`config.mk`:
```
export PLATFORM = sky130hd
export DESIGN_NAME = doubly_linked_list_manager
export DESIGN_NICKNAME = d
export VERILOG_FILES = /design/src/dll_pkg.sv /design/src/dll_store.sv /design/src/dll_ctrl.sv /design/src/doubly_linked_list_manager.sv
export VERILOG_INCLUDE_DIRS = /design/src /design/src/src
export SDC_FILE = /design/constraint.sdc
export NUM_CORES = 1
export LEC_CHECK = 0
export BUFFER_PORTS_ARGS = -buffer_cell sky130_fd_sc_hd__clkbuf_2
export CELL_PAD_IN_SITES_DETAIL_PLACEMENT = 1
export CELL_PAD_IN_SITES_GLOBAL_PLACEMENT = 1
export CORE_ASPECT_RATIO = 1.25
export CORE_MARGIN = 2
export CORE_UTILIZATION = 30
export CTS_CLUSTER_SIZE = 25
export DETAILED_ROUTE_END_ITERATION = 10
export PLACE_DENSITY_LB_ADDON = 0.1
export SYNTH_ARGS = -nofsm -noshare
export SYNTH_HDL_FRONTEND = slang
export SYNTH_SLANG_ARGS = --single-unit
export TNS_END_PERCENT = 5
```
`constraint.sdc`:
```
create_clock -name clock -period 6 [get_ports clock]
set_input_delay 0.3 -clock clock [delete_from_list [all_inputs] [get_ports clock]]
set_output_delay 0.3 -clock clock [all_outputs]
set_load 0.02 [all_outputs]
```
`src/assert_macros.svh`:
```
// Assertion macros shared by the list manager RTL.
`ifndef ASSERT_MACROS_SVH
`define ASSERT_MACROS_SVH

// Checks that an expression holds at every clock edge outside reset.
`define DLL_ASSERT(label, expr, msg) \
   label: assert property (@(posedge clock) disable iff (reset) (expr)) \
      else $error(msg);

// Checks that a condition is followed in the next cycle by a consequence.
`define DLL_ASSERT_NEXT(label, ante, cons, msg) \
   label: assert property (@(posedge clock) disable iff (reset) (ante) |=> (cons)) \
      else $error(msg);

`endif

```
`src/dll_pkg.sv`:
```
// Package with the constants, codes and memory port types of the list manager.
`timescale 1ns / 1ps

package dll_pkg;

   localparam int CAPACITY   = 16;
   localparam int DATA_WIDTH = 32;
   localparam int IDX_W      = (CAPACITY > 1) ? $clog2(CAPACITY) : 1;
   localparam int LINK_W     = $clog2(CAPACITY + 1);
   localparam int LEN_W      = $clog2(CAPACITY + 1);

   localparam logic [LINK_W-1:0] NULL_LINK = LINK_W'(CAPACITY);

   typedef enum logic [1:0] {
      KIND_INS_HEAD = 2'd0,
      KIND_INS_TAIL = 2'd1,
      KIND_DELETE   = 2'd2,
      KIND_TRAVERSE = 2'd3
   } kind_type;

   typedef enum logic [1:0] {
      STATUS_OK        = 2'd0,
      STATUS_NOT_FOUND = 2'd1,
      STATUS_FULL      = 2'd2,
      STATUS_EMPTY     = 2'd3
   } status_type;

   typedef struct packed {
      logic                  ren;
      logic [IDX_W-1:0]      raddr;
      logic                  val_we;
      logic [IDX_W-1:0]      val_waddr;
      logic [DATA_WIDTH-1:0] val_wdata;
      logic                  nxt_we;
      logic [IDX_W-1:0]      nxt_waddr;
      logic [LINK_W-1:0]     nxt_wdata;
      logic                  prv_we;
      logic [IDX_W-1:0]      prv_waddr;
      logic [LINK_W-1:0]     prv_wdata;
   } mem_cmd_type;

   typedef struct packed {
      logic [DATA_WIDTH-1:0] value;
      logic [LINK_W-1:0]     next;
      logic [LINK_W-1:0]     prev;
   } mem_rd_type;

endpackage

```
`src/dll_store.sv`:
```
// Node store: value, forward link and backward link memories with one read port.
`timescale 1ns / 1ps

module dll_store
   import dll_pkg::*;
(
   input  logic        clock,
   input  mem_cmd_type cmd,
   output mem_rd_type  rd
);

   logic [DATA_WIDTH-1:0] value_mem [CAPACITY];
   logic [LINK_W-1:0]     next_mem  [CAPACITY];
   logic [LINK_W-1:0]     prev_mem  [CAPACITY];
   mem_rd_type            rd_ff;

   always_ff @(posedge clock) begin
      if (cmd.val_we) begin
         value_mem[cmd.val_waddr] <= cmd.val_wdata;
      end
      if (cmd.nxt_we) begin
         next_mem[cmd.nxt_waddr] <= cmd.nxt_wdata;
      end
      if (cmd.prv_we) begin
         prev_mem[cmd.prv_waddr] <= cmd.prv_wdata;
      end
   end

   always_ff @(posedge clock) begin
      if (cmd.ren) begin
         rd_ff.value <= value_mem[cmd.raddr];
         rd_ff.next  <= next_mem[cmd.raddr];
         rd_ff.prev  <= prev_mem[cmd.raddr];
      end
   end

   assign rd = rd_ff;

endmodule

```
`src/dll_ctrl.sv`:
```
// Sequencer that walks, links and unlinks nodes and registers the results.
`timescale 1ns / 1ps
`include "assert_macros.svh"

module dll_ctrl
   import dll_pkg::*;
(
   input  logic                         clock,
   input  logic                         reset,
   input  logic                         req_valid,
   output logic                         req_stall,
   input  logic [1:0]                   req_kind,
   input  logic signed [DATA_WIDTH-1:0] req_value,
   output logic                         rsp_valid,
   input  logic                         rsp_stall,
   output logic [1:0]                   rsp_status,
   output logic signed [DATA_WIDTH-1:0] rsp_item_value,
   output logic                         rsp_last,
   output logic [LEN_W-1:0]             rsp_length,
   output mem_cmd_type                  mem_cmd,
   input  mem_rd_type                   mem_rd
);

   typedef enum logic [2:0] {
      S_IDLE,
      S_INSERT,
      S_LINK,
      S_WALK,
      S_UNLINK,
      S_TRAV,
      S_RESP
   } state_type;

   state_type             state_ff, state_in;
   kind_type              kind_ff, kind_in;
   logic [DATA_WIDTH-1:0] value_ff, value_in;
   logic [IDX_W-1:0]      new_ff, new_in;
   logic [IDX_W-1:0]      cur_ff, cur_in;
   status_type            status_ff, status_in;
   logic [LINK_W-1:0]     head_ff, head_in;
   logic [LINK_W-1:0]     tail_ff, tail_in;
   logic [LEN_W-1:0]      count_ff, count_in;
   logic [CAPACITY-1:0]   used_ff, used_in;
   logic                  rsp_valid_ff, rsp_valid_in;
   logic [1:0]            rsp_status_ff, rsp_status_in;
   logic [DATA_WIDTH-1:0] rsp_value_ff, rsp_value_in;
   logic                  rsp_last_ff, rsp_last_in;
   logic [LEN_W-1:0]      rsp_length_ff, rsp_length_in;

   logic [IDX_W-1:0]      free_idx;
   logic                  out_free;
   logic                  rd_at_end;
   logic [LINK_W-1:0]     new_link;

   always_comb begin
      free_idx = '0;
      for (int i = CAPACITY - 1; i >= 0; i--) begin
         if (!used_ff[i]) begin
            free_idx = IDX_W'(i);
         end
      end
   end

   assign out_free  = !rsp_valid_ff || !rsp_stall;
   assign rd_at_end = (mem_rd.next == NULL_LINK);
   assign new_link  = LINK_W'(new_ff);

   always_comb begin
      state_in      = state_ff;
      kind_in       = kind_ff;
      value_in      = value_ff;
      new_in        = new_ff;
      cur_in        = cur_ff;
      status_in     = status_ff;
      head_in       = head_ff;
      tail_in       = tail_ff;
      count_in      = count_ff;
      used_in       = used_ff;
      rsp_valid_in  = rsp_valid_ff && rsp_stall;
      rsp_status_in = rsp_status_ff;
      rsp_value_in  = rsp_value_ff;
      rsp_last_in   = rsp_last_ff;
      rsp_length_in = rsp_length_ff;
      mem_cmd       = '0;

      case (state_ff)
         S_IDLE: begin
            if (req_valid) begin
               kind_in  = kind_type'(req_kind);
               value_in = req_value;
               new_in   = free_idx;
               cur_in   = head_ff[IDX_W-1:0];
               case (kind_type'(req_kind))
                  KIND_INS_HEAD, KIND_INS_TAIL: begin
                     if (count_ff == LEN_W'(CAPACITY)) begin
                        status_in = STATUS_FULL;
                        state_in  = S_RESP;
                     end else begin
                        state_in = S_INSERT;
                     end
                  end
                  KIND_DELETE: begin
                     if (count_ff == '0) begin
                        status_in = STATUS_NOT_FOUND;
                        state_in  = S_RESP;
                     end else begin
                        mem_cmd.ren   = 1'b1;
                        mem_cmd.raddr = head_ff[IDX_W-1:0];
                        state_in      = S_WALK;
                     end
                  end
                  KIND_TRAVERSE: begin
                     if (count_ff == '0) begin
                        status_in = STATUS_EMPTY;
                        state_in  = S_RESP;
                     end else begin
                        mem_cmd.ren   = 1'b1;
                        mem_cmd.raddr = head_ff[IDX_W-1:0];
                        state_in      = S_TRAV;
                     end
                  end
                  default: begin
                     state_in = S_IDLE;
                  end
               endcase
            end
         end
         S_INSERT: begin
            mem_cmd.val_we    = 1'b1;
            mem_cmd.val_waddr = new_ff;
            mem_cmd.val_wdata = value_ff;
            mem_cmd.nxt_we    = 1'b1;
            mem_cmd.nxt_waddr = new_ff;
            mem_cmd.nxt_wdata = NULL_LINK;
            mem_cmd.prv_we    = 1'b1;
            mem_cmd.prv_waddr = new_ff;
            mem_cmd.prv_wdata = NULL_LINK;
            used_in[new_ff]   = 1'b1;
            count_in          = count_ff + 1'b1;
            status_in         = STATUS_OK;
            if (count_ff == '0) begin
               head_in  = new_link;
               tail_in  = new_link;
               state_in = S_RESP;
            end else begin
               if (kind_ff == KIND_INS_HEAD) begin
                  mem_cmd.nxt_wdata = head_ff;
               end else begin
                  mem_cmd.prv_wdata = tail_ff;
               end
               state_in = S_LINK;
            end
         end
         S_LINK: begin
            if (kind_ff == KIND_INS_HEAD) begin
               mem_cmd.prv_we    = 1'b1;
               mem_cmd.prv_waddr = head_ff[IDX_W-1:0];
               mem_cmd.prv_wdata = new_link;
               head_in           = new_link;
            end else begin
               mem_cmd.nxt_we    = 1'b1;
               mem_cmd.nxt_waddr = tail_ff[IDX_W-1:0];
               mem_cmd.nxt_wdata = new_link;
               tail_in           = new_link;
            end
            state_in = S_RESP;
         end
         S_WALK: begin
            if (mem_rd.value == value_ff) begin
               state_in = S_UNLINK;
            end else if (rd_at_end) begin
               status_in = STATUS_NOT_FOUND;
               state_in  = S_RESP;
            end else begin
               mem_cmd.ren   = 1'b1;
               mem_cmd.raddr = mem_rd.next[IDX_W-1:0];
               cur_in        = mem_rd.next[IDX_W-1:0];
            end
         end
         S_UNLINK: begin
            if (LINK_W'(cur_ff) == head_ff) begin
               head_in = mem_rd.next;
            end
            if (LINK_W'(cur_ff) == tail_ff) begin
               tail_in = mem_rd.prev;
            end
            if (mem_rd.prev != NULL_LINK) begin
               mem_cmd.nxt_we    = 1'b1;
               mem_cmd.nxt_waddr = mem_rd.prev[IDX_W-1:0];
               mem_cmd.nxt_wdata = mem_rd.next;
            end
            if (mem_rd.next != NULL_LINK) begin
               mem_cmd.prv_we    = 1'b1;
               mem_cmd.prv_waddr = mem_rd.next[IDX_W-1:0];
               mem_cmd.prv_wdata = mem_rd.prev;
            end
            used_in[cur_ff] = 1'b0;
            count_in        = count_ff - 1'b1;
            status_in       = STATUS_OK;
            state_in        = S_RESP;
         end
         S_TRAV: begin
            if (out_free) begin
               rsp_valid_in  = 1'b1;
               rsp_status_in = STATUS_OK;
               rsp_value_in  = mem_rd.value;
               rsp_last_in   = rd_at_end;
               rsp_length_in = count_ff;
               if (rd_at_end) begin
                  state_in = S_IDLE;
               end else begin
                  mem_cmd.ren   = 1'b1;
                  mem_cmd.raddr = mem_rd.next[IDX_W-1:0];
               end
            end
         end
         S_RESP: begin
            if (out_free) begin
               rsp_valid_in  = 1'b1;
               rsp_status_in = status_ff;
               rsp_value_in  = '0;
               rsp_last_in   = 1'b1;
               rsp_length_in = count_ff;
               state_in      = S_IDLE;
            end
         end
         default: begin
            state_in = S_IDLE;
         end
      endcase
   end

   always_ff @(posedge clock) begin
      if (reset) begin
         state_ff     <= S_IDLE;
         head_ff      <= NULL_LINK;
         tail_ff      <= NULL_LINK;
         count_ff     <= '0;
         used_ff      <= '0;
         rsp_valid_ff <= 1'b0;
      end else begin
         state_ff     <= state_in;
         head_ff      <= head_in;
         tail_ff      <= tail_in;
         count_ff     <= count_in;
         used_ff      <= used_in;
         rsp_valid_ff <= rsp_valid_in;
      end
      kind_ff       <= kind_in;
      value_ff      <= value_in;
      new_ff        <= new_in;
      cur_ff        <= cur_in;
      status_ff     <= status_in;
      rsp_status_ff <= rsp_status_in;
      rsp_value_ff  <= rsp_value_in;
      rsp_last_ff   <= rsp_last_in;
      rsp_length_ff <= rsp_length_in;
   end

   assign req_stall      = (state_ff != S_IDLE);
   assign rsp_valid      = rsp_valid_ff;
   assign rsp_status     = rsp_status_ff;
   assign rsp_item_value = rsp_value_ff;
   assign rsp_last       = rsp_last_ff;
   assign rsp_length     = rsp_length_ff;

   `DLL_ASSERT(a_count_matches_used, $countones(used_ff) == count_ff, "node count differs from used nodes")
   `DLL_ASSERT(a_head_null_when_empty, (count_ff == '0) == (head_ff == NULL_LINK), "head and count disagree")
   `DLL_ASSERT_NEXT(a_insert_grows, state_ff == S_INSERT, count_ff == $past(count_ff) + 1'b1, "insert did not grow the list")
   `DLL_ASSERT_NEXT(a_unlink_shrinks, state_ff == S_UNLINK, count_ff == $past(count_ff) - 1'b1, "delete did not shrink the list")

endmodule

```
`src/doubly_linked_list_manager.sv`:
```
// Insert writes the node in S_INSERT, links its neighbour in S_LINK unless the list was empty
// and answers from S_RESP. Delete walks from the head in S_WALK, unlinks in S_UNLINK and
// answers from S_RESP. Traverse gives one result per cycle unless rsp_stall holds the output.
// One transaction at a time; the walk follows one link per cycle through the single read port.
// Reset clears the list to empty at once; the node memories need no clearing.
`timescale 1ns / 1ps

module doubly_linked_list_manager
   import dll_pkg::*;
(
   input  logic                         clock,
   input  logic                         reset,
   input  logic                         req_valid,
   output logic                         req_stall,
   input  logic [1:0]                   req_kind,
   input  logic signed [DATA_WIDTH-1:0] req_value,
   output logic                         rsp_valid,
   input  logic                         rsp_stall,
   output logic [1:0]                   rsp_status,
   output logic signed [DATA_WIDTH-1:0] rsp_item_value,
   output logic                         rsp_last,
   output logic [LEN_W-1:0]             rsp_length
);

   mem_cmd_type mem_cmd;
   mem_rd_type  mem_rd;

   dll_ctrl u_ctrl (
      .clock          (clock),
      .reset          (reset),
      .req_valid      (req_valid),
      .req_stall      (req_stall),
      .req_kind       (req_kind),
      .req_value      (req_value),
      .rsp_valid      (rsp_valid),
      .rsp_stall      (rsp_stall),
      .rsp_status     (rsp_status),
      .rsp_item_value (rsp_item_value),
      .rsp_last       (rsp_last),
      .rsp_length     (rsp_length),
      .mem_cmd        (mem_cmd),
      .mem_rd         (mem_rd)
   );

   dll_store u_store (
      .clock (clock),
      .cmd   (mem_cmd),
      .rd    (mem_rd)
   );

endmodule
```
==> results of run 1 <==
cell type report:
type	instances	share of cell area, %
diodes	3	0.0193
clock buffers	107	6.03
clock inverters	52	1.23
inverters	28	0.283
multi-input cells	1231	21.5
flip-flops and latches	833	63.3
well taps	1459	4.69
repair buffers	159	2.91
cells by family after synthesis:
family	after synthesis	share of synthesized area, %
AND/OR/NAND/NOR	551	7.94
flip-flops	833	73.0
adder cells (fa/ha/maj)	4	0.170
buffers and inverters	175	2.43
XOR/XNOR	46	1.19
AO/OA/AOI/OAI	421	8.43
multiplexers	209	6.81
worst max-delay path, delay by kind of cell (launching register included):
family	cells	cell delay, ns
flops	1	0.41
simple gates	3	1.85
buf+inv	1	0.47
compound gates	4	1.24
xor+xnor	1	0.19
metal layers:
metal / track usage, % / vias to the layer above
met4: 5.67 / 0
met3: 2.11 / 121
met5: 0 / -
met2: 33.2 / 443
li1: - / 8943
met1: 25.7 / 10790
stage by stage:
| stage | area [µm²] | power [mW] | hold slack (ns) |
|---|---|---|---|
| 2_1_floorplan | 33800 | 9.19 | 0.399 |
| 3_3_place_gp | 35800 | 10.5 | 0.479 |
| 3_5_place_dp | 35800 | 10.5 | 0.480 |
| 4_1_cts | 38900 | 16.0 | 0.237 |
| 5_1_grt | 38900 | 16.4 | 0.295 |
| 6_report | 39000 | 15.8 | 0.294 |
worst paths after layout:
kind | startpoint | to | slack, ns | cells past startpoint
worst max-delay path | u_store.rd[32] | u_store.rd[19] | 1.49 | 9
worst max register to register | u_store.rd[32] | u_store.rd[19] | 1.49 | 9
worst min register to register | u_ctrl.count_ff[0] | u_ctrl.rsp_length[0] | 0.49 | 0
worst min-delay path | req_valid | u_ctrl.status_ff[1] | 0.29 | 5
power breakdown:
part,internal (mW),leakage [nW],switching (mW)
logic,0.817,4.08,2.06
clock network,3.09,1.37,2.35
registers,7.13,7.56,0.357
total,11.0,13.0,4.77
cell usage in the layout, fill, tap and decap left out, drive strengths merged, types with 7 or more instances in the layout:
cell,n
xor2,41
and3,42
nor4,11
o211ai,45
clkinv,44
dfxtp,35
buf,45
and2,33
inv,25
nand4,8
nand3,186
nor3,7
nand2,157
nand2b,10
o22ai,42
a311oi,9
nor2b,8
a32o,41
o21ai,158
clkbuf,186
edfxtp,798
a21oi,40
nor2,72
o221ai,41
mux2i,44
mux2,165
dlygate4sd3,35
bufinv,7
flip-flops by register name, summed over array words and instances, names as in the netlist, 3 cells and up:
register               count
u_store.rd                42
u_ctrl.used_ff            16
u_store.prev_mem          80
u_ctrl.head_ff             5
u_store.next_mem          80
u_ctrl.cur_ff              4
u_ctrl.rsp_item_value     32
u_ctrl.count_ff            5
u_ctrl.rsp_length          5
u_ctrl.new_ff              4
u_ctrl.state_ff            3
u_store.value_mem        512
u_ctrl.tail_ff             5
u_ctrl.value_ff           32
timing repair:
item	in CTS	in global routing
hold buffers	35	0
hold endpoints to repair	35	0
endpoints found under the setup margin	0	0
setup buffers	0	0
==> flow_metrics.tcl, run 1 <==
set metrics [dict create \
    syn_avg_cell_area_um2 15.1 \
    via_per_inst 5.24 \
    grt.overflow.total 0 \
    routabilityCongestion 0.787 \
    antenna_found_initial 3 \
    worstSkewPairLatency_ns 0.69 \
    syn_to_final_growth_pct 15.3 \
    finalHoldViolCount 0 \
    htree_num_levels 3 \
    final_cells 3872 \
    wl_um 112000 \
    worstPathCellList "xor2_1, nor4_1, nand4_1, o21ai_0, nor2b_1, o21ai_4, buf_4, o21ai_0, o22ai_1" \
    rsz0062_at_grt "false" \
    die_h_um 379 \
    drt_iter0_drc 1408 \
    yosysWarnings 0 \
    peakVddDrop_v 0.000206 \
    hp-class "input port to flop" \
    fmax_ghz 0.222 \
    grt_max_degree 113 \
    finalWorstPathRequiredPeriod_ns 4.51 \
    final-seq-area_mm2 0.0247 \
    place_hpwl_um 64800 \
    final.setup.worst_slack_ns 1.49 \
    initial_utilization_pct 30.3 \
    tightest_slew_ns 1.15 \
    crit_path_end_kind "flop" \
    post_cts_resized 0 \
    p_leak_nw 13.0 \
    synth_edf_count 798 \
    grt_pass1_vias 21570 \
    critPathArrivalTime_ns 4.92 \
    firstDrtPassIters 6 \
    pre_cts_ws_ns 1.50 \
    fin_skew_ns 0.0367 \
    die_area_mm2 0.115 \
    yosys-top-cells-count "edfxtp_1 (798), nand3_1 (186), mux2_2 (157), o21ai_0 (157), nand2_1 (154)" \
    cap_violations 0 \
    critPathMaxFanout 66 \
    ios 80 \
    finalSetupTns_ns 0 \
    drive_above_1_share_pct 18.5 \
    setup_violations 0 \
    yosysMostFrequentCell "edfxtp_1" \
    dp_cells 3675 \
    yosys.area.top_type "edfxtp_1" \
    slowest_stage "nor4_1" \
    die_x_um 304 \
    wl_per_cell_um 28.8 \
    crit_required_ns 6.41 \
    ant_nets 0 \
    drv_slew 0 \
    rows 137 \
    relSlewSlack_pct 23.2 \
    powerDensity_mw_per_mm2 406 \
    critPathMaxStageDelay_ns 0.89 \
    worstSetupPathType "flop to flop" \
    synth-async-reset-ratio_pct 0 \
    synthesis.area_mm2 0.0338 \
    path_clk_slew_ns 0.06 \
    core_mm2 0.112 \
    ys_ff_latch 833 \
    synth_cells 2239 \
    top_layer_used "met4" \
    ys.flop_type "edfxtp_1" \
    syn_nets 2281 \
    multi_input_area_mm2 0.00839 \
    vias 20297 \
    outcome "finished clean" \
    clock-sinks 833 \
    final_nets 2383 \
    grt_pass1_wl_um 160000 \
    cts_tree "yes" \
    n_fill_cell 11362 \
    worst_setup_path_start_kind "flop" \
    wl_met3_um 4280 \
    synth_top_area_share_pct 71.0 \
    cts_made_buffers 88 \
    yosysUniqueCellTypes 65 \
    drc 0 \
    port_buffers 79 \
    fin_util_pct 34.9 \
    cp_common_cell "o21ai_0" \
    track_usage_pct 19.3 \
    wl_met2_um 55400 \
    period_share_pct 75.1 \
    clk_path_buf_depth 3 \
    yosys-top-cells-area "edfxtp_1 (71%), mux2_2 (5.2%), nand3_1 (2.8%)" \
    synth_seq_area_share_pct 73.0 \
    wl_met1_um 49700 \
    root_buffer "clkbuf_16" \
]
Note: power is estimated with default switching activity, not from simulation.
==> run 2: changes to the inputs <==
- clock period: 6 -> 4.7 ns (I/O delays scaled with it)
==> flow_metrics.tcl, run 2 (synthesized netlist as in run 1, its figures left out) <==
set metrics [dict create \
    pre_cts_ws_ns 0.555 \
    drv_slew 0 \
    die_h_um 379 \
    power.switching_mw 6.18 \
    cap_violations 0 \
    firstDrtPassIters 5 \
    final_cells 3892 \
    grt_max_degree 70 \
    reg2regPathDepth 9 \
    p_sw_share_pct 29.7 \
    routabilityCongestion 0.781 \
    worst_setup_path_start_kind "flop" \
    p_leak_nw 13.3 \
    finalHoldViolCount 0 \
    final_nets 2402 \
    period_share_pct 84.7 \
    p_int_mw 14.6 \
    final_common_cell "edfxtp_1" \
    whs_path_depth 5 \
    holdPathEnd "u_ctrl.status_ff[0]" \
    dp_cells 3692 \
    antenna_found_initial 1 \
    drive_above_1_share_pct 19.5 \
    grt_pass1_vias 21854 \
    ant_nets 0 \
    worstSkewPairLatency_ns 0.69 \
    final.setup.worst_slack_ns 0.718 \
    grt_pass1_wl_um 163000 \
    via_per_inst 5.29 \
    syn_to_final_growth_pct 17.1 \
    p_comb_share_pct 18.4 \
    path_clk_slew_ns 0.07 \
    tightest_slew_ns 1.02 \
    clock_power_share_pct 35.7 \
    track_usage_pct 19.8 \
    clk_path_buf_depth 3 \
    crit_required_ns 5.13 \
    grt.overflow.total 0 \
    fmax_ghz 0.251 \
    finalWorstPathRequiredPeriod_ns 3.98 \
    powerDensity_mw_per_mm2 525 \
    core_mm2 0.112 \
    peakVddDrop_v 0.000285 \
    wl_um 115000 \
    top_register "u_store.value_mem" \
    drc 0 \
    setup_violations 0 \
    fin_skew_ns 0.0284 \
    cts_made_buffers 90 \
    port_buffers 79 \
    rsz0062_at_grt "false" \
    r2r_start "u_ctrl.value_ff[2]" \
    rr_endpoint "u_store.rd[30]" \
    clock-sinks 833 \
    seq_power_share_pct 46.0 \
    post_cts_buffers 0 \
    outcome "finished clean" \
    reg2reg_slack_ns 0.72 \
    die_x_um 304 \
    cts_tree "yes" \
    top_regs "u_store.value_mem: 512 flops, u_store.next_mem: 80 flops, u_store.prev_mem: 80 flops" \
    crit_path_end_kind "flop" \
    vias 20598 \
    wl_per_cell_um 29.5 \
    htree_num_levels 3 \
    die_area_mm2 0.115 \
    largest_reg_flops 512 \
    place_hpwl_um 66200 \
    relSlewSlack_pct 31.7 \
    layout_common_cells "edfxtp_1 (798), nand3_1 (186), mux2_2 (157)" \
    rows 137 \
    worstSetupPathType "flop to flop" \
    critPathArrivalTime_ns 4.41 \
    hp-class "input port to flop" \
    min-delay-start "req_valid" \
    ios 80 \
    initial_utilization_pct 30.3 \
    finalSetupTns_ns 0 \
    root_buffer "clkbuf_16" \
    num_antenna_cells 0 \
    drt_iter0_drc 1484 \
    fin_total_pwr_mw 20.8 \
    critPathMaxFanout 64 \
]
==> run 2: changes by cell type in the layout (fill, tap and decap cells not counted), moves of 3 or more <==
cell / delta
clkinv_1: -6
buf_12: +22
diode_2: -3
clkinv_2: +5
bufinv_16: +7
buf_4: -5
==> run 2: worst max-delay path by stage <==
stage	slack, ns	cells after the start	end	start
2_1_floorplan	0.01	4	u_store.rd[0]	u_ctrl.state_ff[2]
3_3_place_gp	0.54	9	u_store.rd[30]	u_ctrl.value_ff[9]
3_5_place_dp	0.55	9	u_store.rd[30]	u_ctrl.value_ff[9]
4_1_cts	0.56	9	u_store.rd[30]	u_ctrl.value_ff[24]
5_1_grt	0.52	9	u_store.rd[30]	u_store.rd[19]
6_report	0.72	9	u_store.rd[30]	u_ctrl.value_ff[2]
==> run 2: stage by stage <==
step | hold WS (ns) | cell area, µm² | util, %
global placement | 0.416 | 36200 | 32.4
global route | 0.236 | 39600 | 35.5
floorplan | 0.334 | 33800 | -
CTS | 0.190 | 39600 | 35.5
detailed placement | 0.415 | 36200 | 32.4
finish | 0.243 | 39600 | 35.5
==> run 2: power by group through the flow <==
stage	Clock, mW	Combinational [mW]	Sequential [mW]
after floorplan	0	2.19	9.55
final	7.41	3.82	9.55
after detailed placement	0	3.84	9.70
after global routing	7.87	4.12	9.60
after global placement	0	3.79	9.69
after CTS	7.60	3.89	9.55
==> run 2: repair_timing <==
action / 4_1_cts / 5_1_grt
gates resized for setup: 0 / 0
endpoints found under the hold margin: 36 / 0
hold buffers: 35 / 0
==> run 2: final cells by class <==
cell class / instances / area [µm²]
clock buffer: 109 / 2390
clock inverter: 56 / 654
fill: 11306 / 72000
inverter: 28 / 108
multi-input combinational: 1231 / 8390
sequential: 833 / 24700
tap: 1459 / 1830
timing repair buffer: 176 / 1540
==> run 2: critical path: stages, from the launching register on <==
cell	delay, ns
edfxtp_1	0.42
xor2_1	0.25
nor4_1	0.52
nand4_1	0.47
o21ai_0	0.47
nor2b_1	0.46
o21ai_4	0.28
buf_12	0.31
o221ai_1	0.34
o22ai_1	0.14
==> run 2: layer usage <==
| metal | GRT usage [%] | routed length (µm) |
|---|---|---|
| met1 | 26.0 | 51300 |
| met2 | 34.6 | 57700 |
| met3 | 2.09 | 3430 |
| met4 | 5.46 | 2300 |
| met5 | 0 | 0 |
==> run 3: changes to the inputs <==
- ABC_AREA: default -> 1
- clock period: 4.7 -> 3.7 ns (I/O delays scaled with it)
==> flow_metrics.tcl, run 3 <==
set metrics [dict create \
    post_cts_buffers 0 \
    grt_pass1_vias 27168 \
    rows 142 \
    worstSetupPathType "flop to flop" \
    relSlewSlack_pct 38.0 \
    crit_required_ns 4.10 \
    die_area_mm2 0.124 \
    worstPathCellList "inv_1, nand2_1, nand2_1, nand2_1, nor2_2, nand2_1, nor2_2, buf_4, nand2_1, buf_4, nand2_8, nand2_8, buf_12, buf_12, nand2_1, nand2_1, nand2_1, nand2_1, nand2_1, nand2_1, nand2_1, nand2_1" \
    yosysMostFrequentCell "nand2_1" \
    grt_max_degree 125 \
    reg2regPathDepth 22 \
    drc 0 \
    synth_top_area_share_pct 66.2 \
    syn_to_final_growth_pct 18.1 \
    drv_slew 0 \
    final_common_cell "nand2_1" \
    final_cells 5272 \
    fmax_ghz 0.283 \
    ant_nets 0 \
    period_share_pct 95.4 \
    die_x_um 315 \
    wl_per_cell_um 22.6 \
    syn_avg_cell_area_um2 10.5 \
    finalSetupTns_ns 0 \
    root_buffer "clkbuf_16" \
    htree_num_levels 3 \
    wl_um 119000 \
    synthesis.area_mm2 0.0362 \
    top_register "u_store.value_mem" \
    peakVddDrop_v 0.000389 \
    holdPathEnd "u_ctrl.rsp_valid" \
    critPathMaxStageDelay_ns 0.46 \
    yosys.area.top_type "edfxtp_1" \
    port_buffers 79 \
    n_fill_cell 13191 \
    cp_common_cell "nand2_1" \
    final-seq-area_mm2 0.0247 \
    layout_common_cells "nand2_1 (1294), edfxtp_1 (798), nand3_1 (529)" \
    rr_endpoint "u_store.rd[23]" \
    place_hpwl_um 69300 \
    rsz0062_at_grt "false" \
    core_mm2 0.120 \
    critPathArrivalTime_ns 3.93 \
    slowest_stage "edfxtp_1" \
    final_nets 3658 \
    tightest_slew_ns 0.924 \
    ios 80 \
    yosys-top-cells-count "nand2_1 (1294), edfxtp_1 (798), nand3_1 (530)" \
    cap_violations 0 \
    initial_utilization_pct 30.2 \
    track_usage_pct 19.2 \
    yosys-top-cells-area "edfxtp_1 (66%), nand2_1 (13%), nand3_1 (7.3%)" \
    largest_reg_flops 512 \
    antenna_found_initial 1 \
    synth_seq_area_share_pct 68.1 \
    critPathMaxFanout 37 \
    min-delay-start "rsp_stall" \
    fin_util_pct 35.7 \
    whs_path_depth 5 \
    crit_path_end_kind "flop" \
    p_leak_nw 16.9 \
    powerDensity_mw_per_mm2 684 \
    clock-sinks 833 \
    path_clk_slew_ns 0.06 \
    grt_pass1_wl_um 177000 \
    reg2reg_slack_ns 0.17 \
    synth_edf_count 798 \
    yosysWarnings 0 \
    yosysUniqueCellTypes 49 \
    multi_input_area_mm2 0.00992 \
    die_h_um 392 \
    fin_skew_ns 0.0189 \
    pre_cts_ws_ns -0.127 \
    holdWs_ns 0.167 \
    clk_path_buf_depth 3 \
    worstSkewPairLatency_ns 0.70 \
    finalWorstPathRequiredPeriod_ns 3.53 \
    grt.overflow.total 0 \
    synth_cells 3460 \
    ys.flop_type "edfxtp_1" \
    cts_tree "yes" \
    ys_ff_latch 833 \
    num_antenna_cells 0 \
    hp-class "input port to flop" \
    cts_made_buffers 95 \
    top_regs "u_store.value_mem: 512 flops, u_store.next_mem: 80 flops, u_store.prev_mem: 80 flops" \
    routabilityCongestion 0.826 \
    finalHoldViolCount 0 \
    setup_violations 0 \
    worst_setup_path_start_kind "flop" \
    firstDrtPassIters 5 \
    synth-async-reset-ratio_pct 0 \
    r2r_start "u_store.rd[10]" \
    final.setup.worst_slack_ns 0.169 \
    dp_cells 5067 \
    outcome "finished clean" \
    via_per_inst 4.86 \
    syn_nets 3502 \
    drive_above_1_share_pct 10.4 \
    vias 25625 \
    drt_iter0_drc 1558 \
]
run 3: kinds of logic (layout without fill, tap and decap cells):
family | after synthesis | after routing | share of synthesized area [%]
simple gates | 2056 | 2056 | 24.0
flops | 833 | 833 | 68.1
compound gates | 133 | 133 | 2.20
fa+ha+maj | 4 | 4 | 0.159
buf+inv | 410 | 638 | 5.00
xor+xnor | 24 | 24 | 0.580
run 3: final cells by class:
class / count / area share [%]
inverter: 221 / 1.97
clock buffer: 116 / 5.82
tap: 1584 / 4.63
clock inverter: 53 / 1.30
sequential: 833 / 57.7
multi-input combinational: 2217 / 23.2
timing repair buffer: 248 / 5.42
run 3: per-layer routing:
metal / vias to the layer above / routed length (µm) / GRT usage (%)
met5: - / 0 / 0
met4: 0 / 3010 / 6.17
met3: 168 / 3840 / 2.18
met2: 432 / 61500 / 34.7
met1: 13017 / 50700 / 23.8
li1: 12008 / - / -
run 3: worst max-delay path by stage:
stage                        from                      end  slack, ns  depth (start not counted)
2_1_floorplan  u_ctrl.state_ff[0]  u_store.value_mem[4][0]      -0.11                          5
3_3_place_gp       u_store.rd[10]           u_store.rd[23]      -0.16                         22
3_5_place_dp       u_store.rd[10]           u_store.rd[23]      -0.13                         22
4_1_cts            u_store.rd[10]           u_store.rd[23]       0.07                         22
5_1_grt            u_store.rd[10]           u_store.rd[23]      0.002                         20
6_report           u_store.rd[10]           u_store.rd[23]       0.17                         22
run 3: what timing repair did:
item,4_1_cts,5_1_grt
hold endpoints to repair,45,0
resized for setup,2,0
hold buffers,36,0
setup endpoints to repair,6,0
run 3: per-stage QoR:
stage,area (µm²),power [mW]
detailed placement,39400,20.2
floorplan,36200,16.9
global route,42800,30.8
CTS,42800,29.8
global placement,39400,20.1
finish,42800,29.3
run 3: report_power, final:
| group | switching, mW | internal, mW |
|---|---|---|
| sequential | 0.510 | 12.0 |
| combinational | 5.31 | 2.01 |
| clock | 3.97 | 5.47 |
run 3: worst max-delay path, delay by kind of cell, from the launching register on:
family / cells / cell delay (ns)
DFF: 1 / 0.46
and+or+nand+nor: 17 / 1.82
buffers and inverters: 5 / 0.88
